===== src/rtl/core/assert_macros.svh =====
// ----------------------------------------------------------------------------
// assert_macros.svh
// Assertion wrappers shared by the RTL; define NO_ASSERTIONS to drop them.
// ----------------------------------------------------------------------------
`ifndef ASSERT_MACROS_SVH
`define ASSERT_MACROS_SVH

`ifndef NO_ASSERTIONS
// Clocked check, disabled while reset is active.
`define BOE_ASSERT(lbl, clk, rst_n, prop, msg) \
    lbl: assert property (@(posedge clk) disable iff (!rst_n) prop) else $error(msg);
// Clocked check that also holds during reset.
`define BOE_ASSERT_ALWAYS(lbl, clk, prop, msg) \
    lbl: assert property (@(posedge clk) prop) else $error(msg);
`else
`define BOE_ASSERT(lbl, clk, rst_n, prop, msg)
`define BOE_ASSERT_ALWAYS(lbl, clk, prop, msg)
`endif

`endif


===== src/rtl/core/boe_pkg.sv =====
// ----------------------------------------------------------------------------
// boe_pkg
// Shared constants, types and helpers of the OID arc encoder.
// ----------------------------------------------------------------------------
package boe_pkg;

    localparam int ARC_IN_W  = 64;                  // width of the arc field
    localparam int ARC_BITS  = 64;                  // arc bits kept (8..64)
    localparam int GROUPS    = (ARC_BITS + 6) / 7;  // base-128 groups per arc
    localparam int PAD_W     = GROUPS * 7;
    localparam int CNT_W     = $clog2(GROUPS);
    localparam int FIRST_MUL = 40;

    localparam logic [ARC_BITS-1:0] ARC_MASK = '1;

    typedef enum logic [1:0] {
        POS_FIRST,
        POS_SECOND,
        POS_LATER,
        POS_DISCARD
    } pos_t;

    typedef enum logic [1:0] {
        ST_IDLE,
        ST_EVAL,
        ST_ERR,
        ST_EMIT
    } state_t;

    typedef struct packed {
        logic load_in;     // capture the input item
        logic hold_first;  // keep the first arc
        logic load_arc;    // load the subidentifier and its group count
        logic combine;     // subidentifier is 40 * first + second
        logic load_err;    // put an error result in the output register
        logic load_byte;   // put the next group in the output register
    } dp_cmd_t;

    typedef struct packed {
        logic starts;      // captured item opens an identifier
        logic ends;        // captured item closes an identifier
        logic first_gt2;   // captured arc above two
        logic combo_ovf;   // 40 * first + arc does not fit
        logic last_group;  // group counter at the final group
        logic out_free;    // output register can take a result
    } dp_stat_t;

    // 40 times the held first arc
    function automatic logic [ARC_BITS-1:0] base_of(input logic [1:0] held);
        logic [ARC_BITS-1:0] b;
        case (held)
            2'd0:    b = '0;
            2'd1:    b = ARC_BITS'(FIRST_MUL);
            2'd2:    b = ARC_BITS'(2 * FIRST_MUL);
            default: b = ARC_BITS'(3 * FIRST_MUL);
        endcase
        return b;
    endfunction

    // 7-bit group idx of a value, group 0 the least significant
    function automatic logic [6:0] group_sel(input logic [ARC_BITS-1:0] v,
                                             input logic [CNT_W-1:0] idx);
        logic [PAD_W-1:0] ext;
        ext = PAD_W'(v);
        return ext[7*idx +: 7];
    endfunction

endpackage


===== src/rtl/core/boe_ctrl.sv =====
// ----------------------------------------------------------------------------
// boe_ctrl
// Sequencer: tracks the arc position and steps the datapath per item.
// ----------------------------------------------------------------------------
`include "assert_macros.svh"

module boe_ctrl
    import boe_pkg::*;
(
    input  logic     clk,
    input  logic     rst_n,
    input  logic     s_tvalid,
    input  dp_stat_t stat,
    output dp_cmd_t  cmd,
    output logic     in_ready
);

    state_t state_reg, state_next;
    pos_t   pos_reg, pos_next;
    pos_t   pos_eff;

    always_ff @(posedge clk or negedge rst_n)
    begin
        if (!rst_n)
        begin
            state_reg <= ST_IDLE;
            pos_reg   <= POS_FIRST;
        end
        else
        begin
            state_reg <= state_next;
            pos_reg   <= pos_next;
        end
    end

    // a start flag always reopens the identifier
    assign pos_eff = stat.starts ? POS_FIRST : pos_reg;

    always_comb
    begin
        state_next = state_reg;
        pos_next   = pos_reg;
        case (state_reg)
            ST_IDLE:
            begin
                if (s_tvalid)
                    state_next = ST_EVAL;
            end
            ST_EVAL:
            begin
                case (pos_eff)
                    POS_FIRST:
                    begin
                        if (stat.first_gt2)
                        begin
                            pos_next   = stat.ends ? POS_FIRST : POS_DISCARD;
                            state_next = ST_ERR;
                        end
                        else if (stat.ends)
                        begin
                            pos_next   = POS_FIRST;
                            state_next = ST_ERR;
                        end
                        else
                        begin
                            pos_next   = POS_SECOND;
                            state_next = ST_IDLE;
                        end
                    end
                    POS_SECOND:
                    begin
                        if (stat.combo_ovf)
                        begin
                            pos_next   = stat.ends ? POS_FIRST : POS_DISCARD;
                            state_next = ST_ERR;
                        end
                        else
                        begin
                            pos_next   = stat.ends ? POS_FIRST : POS_LATER;
                            state_next = ST_EMIT;
                        end
                    end
                    POS_LATER:
                    begin
                        pos_next   = stat.ends ? POS_FIRST : POS_LATER;
                        state_next = ST_EMIT;
                    end
                    default:
                    begin
                        pos_next   = stat.ends ? POS_FIRST : POS_DISCARD;
                        state_next = ST_IDLE;
                    end
                endcase
            end
            ST_ERR:
            begin
                if (stat.out_free)
                    state_next = ST_IDLE;
            end
            ST_EMIT:
            begin
                if (stat.out_free && stat.last_group)
                    state_next = ST_IDLE;
            end
            default:
            begin
                state_next = ST_IDLE;
            end
        endcase
    end

    always_comb
    begin
        cmd      = '0;
        in_ready = 1'b0;
        case (state_reg)
            ST_IDLE:
            begin
                in_ready    = 1'b1;
                cmd.load_in = s_tvalid;
            end
            ST_EVAL:
            begin
                cmd.hold_first = (pos_eff == POS_FIRST) && !stat.first_gt2;
                cmd.load_arc   = ((pos_eff == POS_SECOND) && !stat.combo_ovf) ||
                                 (pos_eff == POS_LATER);
                cmd.combine    = (pos_eff == POS_SECOND);
            end
            ST_ERR:
            begin
                cmd.load_err = stat.out_free;
            end
            ST_EMIT:
            begin
                cmd.load_byte = stat.out_free;
            end
            default:
            begin
                cmd = '0;
            end
        endcase
    end

    `BOE_ASSERT(a_accept_to_eval, clk, rst_n, (in_ready && s_tvalid) |=> (state_reg == ST_EVAL), "accepted item not evaluated")
    `BOE_ASSERT(a_emit_pos, clk, rst_n, (state_reg == ST_EMIT) |-> (pos_reg == POS_FIRST || pos_reg == POS_LATER), "emitting with bad arc position")
    `BOE_ASSERT(a_eval_one_cycle, clk, rst_n, (state_reg == ST_EVAL) |=> (state_reg != ST_EVAL), "evaluation took more than one cycle")

endmodule


===== src/rtl/core/boe_datapath.sv =====
// ----------------------------------------------------------------------------
// boe_datapath
// Arc capture, first-arc combination, base-128 group split, output register.
// ----------------------------------------------------------------------------
`include "assert_macros.svh"

module boe_datapath
    import boe_pkg::*;
(
    input  logic                clk,
    input  logic                rst_n,
    input  logic [ARC_IN_W-1:0] arc_value,
    input  logic                starts_identifier,
    input  logic                ends_identifier,
    input  dp_cmd_t             cmd,
    output dp_stat_t            stat,
    output logic                m_tvalid,
    input  logic                m_tready,
    output logic [7:0]          out_byte,
    output logic                last_of_arc,
    output logic                last_of_identifier,
    output logic                arc_error
);

    logic [ARC_BITS-1:0] arc_reg;
    logic                starts_reg;
    logic                ends_reg;
    logic [1:0]          held_reg;
    logic [ARC_BITS-1:0] sub_reg;
    logic [CNT_W-1:0]    cnt_reg;
    logic [7:0]          byte_reg;
    logic                last_arc_reg;
    logic                last_id_reg;
    logic                err_reg;
    logic                out_valid_reg, out_valid_next;

    logic [ARC_BITS-1:0] base;
    logic [ARC_BITS-1:0] value_sel;
    logic [CNT_W-1:0]    top_grp;
    logic                out_free;
    logic                cnt_zero;

    assign base      = base_of(held_reg);
    assign value_sel = cmd.combine ? (arc_reg + base) : arc_reg;
    assign out_free  = !out_valid_reg || m_tready;
    assign cnt_zero  = (cnt_reg == '0);

    // index of the highest nonzero group; a zero value still takes one byte
    always_comb
    begin
        top_grp = '0;
        for (int g = 1; g < GROUPS; g++)
        begin
            if (|group_sel(value_sel, CNT_W'(g)))
                top_grp = CNT_W'(g);
        end
    end

    assign stat.starts     = starts_reg;
    assign stat.ends       = ends_reg;
    // above two: any upper bit set, or the low two bits both set
    assign stat.first_gt2  = (|arc_reg[ARC_BITS-1:2]) || (&arc_reg[1:0]);
    assign stat.combo_ovf  = arc_reg > (ARC_MASK - base);
    assign stat.last_group = cnt_zero;
    assign stat.out_free   = out_free;

    // item capture and group split, no reset needed
    always_ff @(posedge clk)
    begin
        if (cmd.load_in)
        begin
            arc_reg    <= arc_value[ARC_BITS-1:0];
            starts_reg <= starts_identifier;
            ends_reg   <= ends_identifier;
        end
        if (cmd.load_arc)
        begin
            sub_reg <= value_sel;
            cnt_reg <= top_grp;
        end
        else if (cmd.load_byte && !cnt_zero)
        begin
            cnt_reg <= cnt_reg - 1'b1;
        end
        if (cmd.load_err)
        begin
            byte_reg     <= '0;
            last_arc_reg <= 1'b1;
            last_id_reg  <= ends_reg;
            err_reg      <= 1'b1;
        end
        else if (cmd.load_byte)
        begin
            byte_reg     <= {!cnt_zero, group_sel(sub_reg, cnt_reg)};
            last_arc_reg <= cnt_zero;
            last_id_reg  <= cnt_zero && ends_reg;
            err_reg      <= 1'b0;
        end
    end

    always_ff @(posedge clk or negedge rst_n)
    begin
        if (!rst_n)
        begin
            held_reg      <= '0;
            out_valid_reg <= 1'b0;
        end
        else
        begin
            if (cmd.hold_first)
                held_reg <= arc_reg[1:0];
            out_valid_reg <= out_valid_next;
        end
    end

    always_comb
    begin
        if (cmd.load_err || cmd.load_byte)
            out_valid_next = 1'b1;
        else if (m_tready)
            out_valid_next = 1'b0;
        else
            out_valid_next = out_valid_reg;
    end

    assign m_tvalid           = out_valid_reg;
    assign out_byte           = byte_reg;
    assign last_of_arc        = last_arc_reg;
    assign last_of_identifier = last_id_reg;
    assign arc_error          = err_reg;

    `BOE_ASSERT(a_no_overwrite, clk, rst_n, (cmd.load_err || cmd.load_byte) |-> out_free, "output register overwritten while stalled")
    `BOE_ASSERT(a_cnt_range, clk, rst_n, cmd.load_byte |-> (cnt_reg < CNT_W'(GROUPS)), "group counter out of range")

endmodule


===== src/rtl/core/ber_oid_arc_encoder.sv =====
// ----------------------------------------------------------------------------
// ber_oid_arc_encoder
// BER object identifier arc encoder: arcs in, base-128 subidentifier bytes out.
// Flow: the accepted item is captured and evaluated, then its first byte (or
// error result) goes into the output register once that register is free.
// Output: one byte per cycle from the group counter while the output is free; a
// new item is taken only after the previous one is done (held, dropped or sent).
// Reset: asynchronous, active low; expects a first arc, held arc cleared.
// ----------------------------------------------------------------------------
`include "assert_macros.svh"

module ber_oid_arc_encoder
    import boe_pkg::*;
(
    input  logic                clk,
    input  logic                rst_n,
    // input arcs
    input  logic                s_tvalid,
    output logic                s_tready,
    input  logic [ARC_IN_W-1:0] s_tdata,   // [63:0] arc_value
    input  logic                s_tuser,   // [0] starts_identifier
    input  logic                s_tlast,   // ends_identifier
    // encoded bytes
    output logic                m_tvalid,
    input  logic                m_tready,
    output logic [7:0]          m_tdata,   // [7:0] out_byte
    output logic [1:0]          m_tuser,   // [0] last_of_arc, [1] arc_error
    output logic                m_tlast    // last_of_identifier
);

    dp_cmd_t  cmd;
    dp_stat_t stat;
    logic     last_of_arc;
    logic     arc_error;

    // Sequencer: one item in flight. Idle -> evaluate position -> hold the
    // first arc, drop a discarded arc, emit one error result, or walk the groups
    // from the most significant one down, advancing only when the output is free.
    boe_ctrl u_ctrl (
        .clk      (clk),
        .rst_n    (rst_n),
        .s_tvalid (s_tvalid),
        .stat     (stat),
        .cmd      (cmd),
        .in_ready (s_tready)
    );

    // Datapath: captures the item, forms 40 * first + second on the second
    // arc, finds the group count, and drives the output register.
    boe_datapath u_dp (
        .clk                (clk),
        .rst_n              (rst_n),
        .arc_value          (s_tdata),
        .starts_identifier  (s_tuser),
        .ends_identifier    (s_tlast),
        .cmd                (cmd),
        .stat               (stat),
        .m_tvalid           (m_tvalid),
        .m_tready           (m_tready),
        .out_byte           (m_tdata),
        .last_of_arc        (last_of_arc),
        .last_of_identifier (m_tlast),
        .arc_error          (arc_error)
    );

    assign m_tuser = {arc_error, last_of_arc};

    // an identifier end can only be flagged on the final byte of an arc
    `BOE_ASSERT(a_last_id_on_last_arc, clk, rst_n, (m_tvalid && m_tlast) |-> m_tuser[0], "identifier end without arc end")

endmodule


===== config.mk =====
export PLATFORM = sky130hd
export DESIGN_NAME = ber_oid_arc_encoder
export DESIGN_NICKNAME = d
export VERILOG_FILES = /design/src/rtl/core/boe_pkg.sv /design/src/rtl/core/boe_ctrl.sv /design/src/rtl/core/boe_datapath.sv /design/src/rtl/core/ber_oid_arc_encoder.sv
export VERILOG_INCLUDE_DIRS = /design/src /design/src/rtl/core
export SDC_FILE = /design/constraint.sdc
export NUM_CORES = 1
export LEC_CHECK = 0
export ABC_CLOCK_PERIOD_IN_PS = 7600
export BUFFER_PORTS_ARGS = -buffer_cell sky130_fd_sc_hd__buf_2
export CORE_MARGIN = 10
export CORE_UTILIZATION = 55
export CTS_BUF_LIST = sky130_fd_sc_hd__clkbuf_8
export CTS_CLUSTER_DIAMETER = 80
export DETAILED_ROUTE_END_ITERATION = 8
export HOLD_SLACK_MARGIN = 0.08
export PLACE_DENSITY = 0.77
export RECOVER_POWER = 25
export REMOVE_ABC_BUFFERS = 1
export SYNTH_ARGS = -nofsm -noshare
export SYNTH_HDL_FRONTEND = slang
export SYNTH_SLANG_ARGS = --single-unit

===== constraint.sdc =====
create_clock -name clk -period 7.6 [get_ports clk]
set_input_delay 0.38 -clock clk [delete_from_list [all_inputs] [get_ports clk]]
set_output_delay 0.38 -clock clk [all_outputs]
set_load 0.05 [all_outputs]

==> Flow_metrics.wiki <==
{| class="wikitable"
! Metric !! Value
|-
| Met3 global-route usage || 0.0561
|-
| Antenna fix cells || 0
|-
| Min-Delay Startpoint || s_tdata[4]
|-
| Final setup vio count || 0
|-
| Mean routed wirelength per cell || 20.7 um
|-
| Result of the run || finished, final reports clean
|-
| Detailed-placement wirelength estimate || 15.3 mm
|-
| Count of vias placed by the detailed router || 6057
|-
| 1st-iter DRT viols || 772
|-
| Die W || 140 um
|-
| Net switching power || 0.868 mW
|-
| Layout overhead on the synthesized area || 15.8%
|-
| Total Die Area || 19700 sq um
|-
| Post-route minimum period || 4.29 ns
|-
| Die Ht || 140 um
|-
| Max H-tree Level || 4
|-
| DRC Markers || 0
|-
| Clock skew || 0.0100 ns
|-
| Share of total power in the clock network || 0.237
|-
| Slew at the pin closest to its max-slew limit || 1.01 ns
|-
| Wire length of the first global-routing pass || 32.3 mm
|-
| Maximum operating frequency || 0.233 GHz
|-
| Flop-to-flop setup slack || 3.31 ns
|-
| Switching Fraction || 0.344
|-
| Most common flop cell mapped by yosys || edfxtp_1
|-
| TritonCTS clock tree || done
|-
| Flip-flop and latch count after synthesis || 152
|-
| Port bufs || 82
|-
| Max-slew headroom || 0.327
|-
| Post-Syn Area || 7950 sq um
|-
| Effective utilization at floorplan || 0.566
|-
| Post-Synthesis Mean Instance Area || 11.7 sq um
|-
| Number of enable-type register cells in the synthesized netlist || 135
|-
| Remaining antenna violation count || 0
|-
| Fill count || 1036
|-
| Met2 usage || 0.314
|-
| Number of global-route vias before repair || 5871
|-
| GRT Overall Usage || 0.207
|-
| Top-area cell type share of the netlist area || 0.510
|-
| Combinational share of power || 0.246
|-
| Sequential element share of the synthesized area || 0.557
|-
| Number of top-level design ports || 83
|-
| Final standard cell utilization of the core || 0.655
|-
| Placement Rows || 43
|-
| Detail-routed via count per cell || 6.18
|-
| Clock transition at the registers of the reported paths || 0.08 ns
|-
| Cell type contributing the most total cell area after synthesis || edfxtp_1
|-
| Reg power frac || 0.517
|-
| Clock latency on the worst-skew pair || 0.45 ns
|-
| Worst setup EP type || register
|-
| Net total in the final layout || 868
|-
| Maximum number of pins on one net before global-route repair || 65
|-
| Busiest layer in global routing || met2
|-
| Inserted Clock Buffers || 17
|-
| Synth warnings || 0
|-
| Worst hold path endpoint || u_dp.arc_reg[4]$_DFFE_PP_
|-
| Global route total overflow || 0
|-
| Sum Neg Setup Slack || 0 ns
|-
| Share of final-layout standard cells stronger than drive strength 1 || 0.188
|-
| Cell chosen for the clock root || clkbuf_8
|-
| Type of the tightest min-delay check || primary input to register
|-
| Total wire length || 20.2 mm
|-
| Final Max Tran Viols || 0
|-
| Async S/R FF share, synth || 0.0461
|-
| Path type of the worst setup path || register to register
|-
| R2R Path End || u_dp.cnt_reg[2]$_DFFE_PP_
|-
| Total clock sinks || 152
|-
| Global routing usage on met1 || 0.280
|-
| Number of antenna violations at the first check in global routing || 0
|-
| Internal power consumption || 1.66 mW
|-
| Sequential cell area in the final layout || 4430 sq um
|-
| Required time of the critical path || 7.78 ns
|-
| Clock tree buffer depth || 2
|-
| Placer Congestion || 1.03
|-
| RSZ-0062 raised after global routing || no
|-
| Power density cells || 274 nW/um^2
|-
| Logic depth of the worst register-to-register path || 12
|-
| Arrival time of the worst setup path || 4.47 ns
|-
| LEAKAGE || 3.29 nW
|-
| Hold path cells || 1
|-
| 1st-pass router iterations || 6
|-
| Worst Hold Margin || 0.102 ns
|-
| Largest driver fanout on the critical path || 12
|-
| Area of the multi-input gates || 3270 sq um
|-
| Startpoint type of the worst setup path || register
|-
| Worst r2r src || u_dp.starts_reg$_DFFE_PP_
|-
| Number of hold violations in the final report || 0
|-
| CORE AREA || 14000 sq um
|-
| Netlist cell types || 70
|-
| IR drop worst, VDD || 0.163 mV
|-
| Final clock period utilization by the worst path || 0.565
|-
| Cells after Synth || 678
|-
| Power Total || 2.52 mW
|-
| Top cells by area, synth || edfxtp_1 (51%), mux4_2 (4.0%), xnor2_1 (3.4%), nand2_1 (3.1%), nor4_1 (2.8%)
|-
| Total of max-cap violations || 0
|}
-- cells in the final DEF (no fill, tap or decap), types with 17 or more instances in the layout --
master,synthesis,final
a21oi_1,20,20
and3_1,17,17
buf_2,5,80
clkbuf_8,0,17
dlygate4sd3_1,0,37
edfxtp_1,135,135
inv_1,26,25
nand2_1,66,66
nand3_1,34,34
nand4_1,27,27
nor2_1,36,36
nor3_1,19,18
nor4_1,35,35
o21ai_0,18,18
xnor2_1,31,31
xor2_1,20,20
-- synthesized netlist by cell type (all sizes together) (3+ instances only) --
cell type	count
edfxtp	135
nand2	66
nor4	38
nor2	36
nand3	35
xnor2	31
nand4	29
inv	26
clkbuf	22
a21oi	21
o21ai	21
xor2	20
nor3	19
and3	17
mux4	14
and4	12
buf	10
dfxtp	10
or2	10
ha	9
mux2i	8
or3	8
dfrtp	7
nand2b	7
or4	6
and2	5
nor3b	5
mux2	4
o211ai	4
o22ai	4
o31a	4
a2111oi	3
nand4bb	3
o21a	3
-- timing repair --
| action | in CTS | in global routing |
|---|---|---|
| hold buffers | 15 | 22 |
| endpoints found under the hold margin | 21 | 22 |
| gates resized for setup | 0 | 0 |
| setup buffers | 0 | 0 |
-- kinds of logic after synthesis --
family / synth area share
AOI/OAI and AO/OA: 0.0685
and+or+nand+nor: 0.214
DFF: 0.557
muxes: 0.0554
adders and majority gates: 0.0167
xor gates and xnor gates: 0.0562
buffers and inverters: 0.0321
-- critical path: stages, from the launching register on --
cell,delay (ns)
edfxtp_1,0.40
nand2b_1,0.21
inv_1,0.10
ha_1,0.25
nand3b_1,0.40
or3_1,0.60
nor3_1,0.75
and4_1,0.37
nand3_1,0.10
a21oi_1,0.17
nand4_1,0.16
nor3b_1,0.36
o22ai_1,0.15
-- per-layer routing --
metal  vias to the layer above  routed length [um]
li1                       2818                   -
met5                         -                   0
met1                      2870                8610
met4                         0                 493
met2                       325                9430
met3                        44                1710
-- power groups by stage --
stage / Sequential [mW] / Combinational (mW) / Clock (mW)
6_report: 1.31 / 0.621 / 0.598
2_1_floorplan: 1.36 / 0.350 / 0
5_1_grt: 1.33 / 0.674 / 0.646
3_3_place_gp: 1.31 / 0.587 / 0
4_1_cts: 1.30 / 0.613 / 0.609
3_5_place_dp: 1.32 / 0.605 / 0
-- final cells by class --
type,instances,share of cell area
multi-input combinational,468,0.355
clock buffer,17,0.0254
inverter,26,0.0106
clock inverter,14,0.0151
tap,180,0.0245
timing repair buffer,123,0.0878
sequential,152,0.481
-- how the worst max path moves through the flow --
| stage | from | end | slack, ns | cells after the start |
|---|---|---|---|---|
| CTS | u_dp.starts_reg$_DFFE_PP_ | u_dp.cnt_reg[2]$_DFFE_PP_ | 3.39 | 12 |
| floorplan | u_ctrl.state_reg[0]$_DFFE_PN0P_ | u_dp.arc_reg[0]$_DFFE_PP_ | 1.99 | 1 |
| detailed placement | u_dp.starts_reg$_DFFE_PP_ | u_dp.cnt_reg[2]$_DFFE_PP_ | 3.46 | 12 |
| global route | u_dp.starts_reg$_DFFE_PP_ | u_dp.cnt_reg[2]$_DFFE_PP_ | 2.98 | 12 |
| finish | u_dp.starts_reg$_DFFE_PP_ | u_dp.cnt_reg[2]$_DFFE_PP_ | 3.31 | 12 |
| global placement | u_dp.starts_reg$_DFFE_PP_ | u_dp.cnt_reg[1]$_DFFE_PP_ | 3.62 | 12 |
-- through the flow --
stage          cells  instance area, sq um  setup slack, ns
6_report         980                  9200             3.31
5_1_grt          980                  9200             2.98
4_1_cts          958                  8980             3.39
3_5_place_dp     912                  8460             3.46
3_3_place_gp     912                  8460             3.62
2_1_floorplan    646                  7790             1.99
Power figures use the tool's default switching activity.
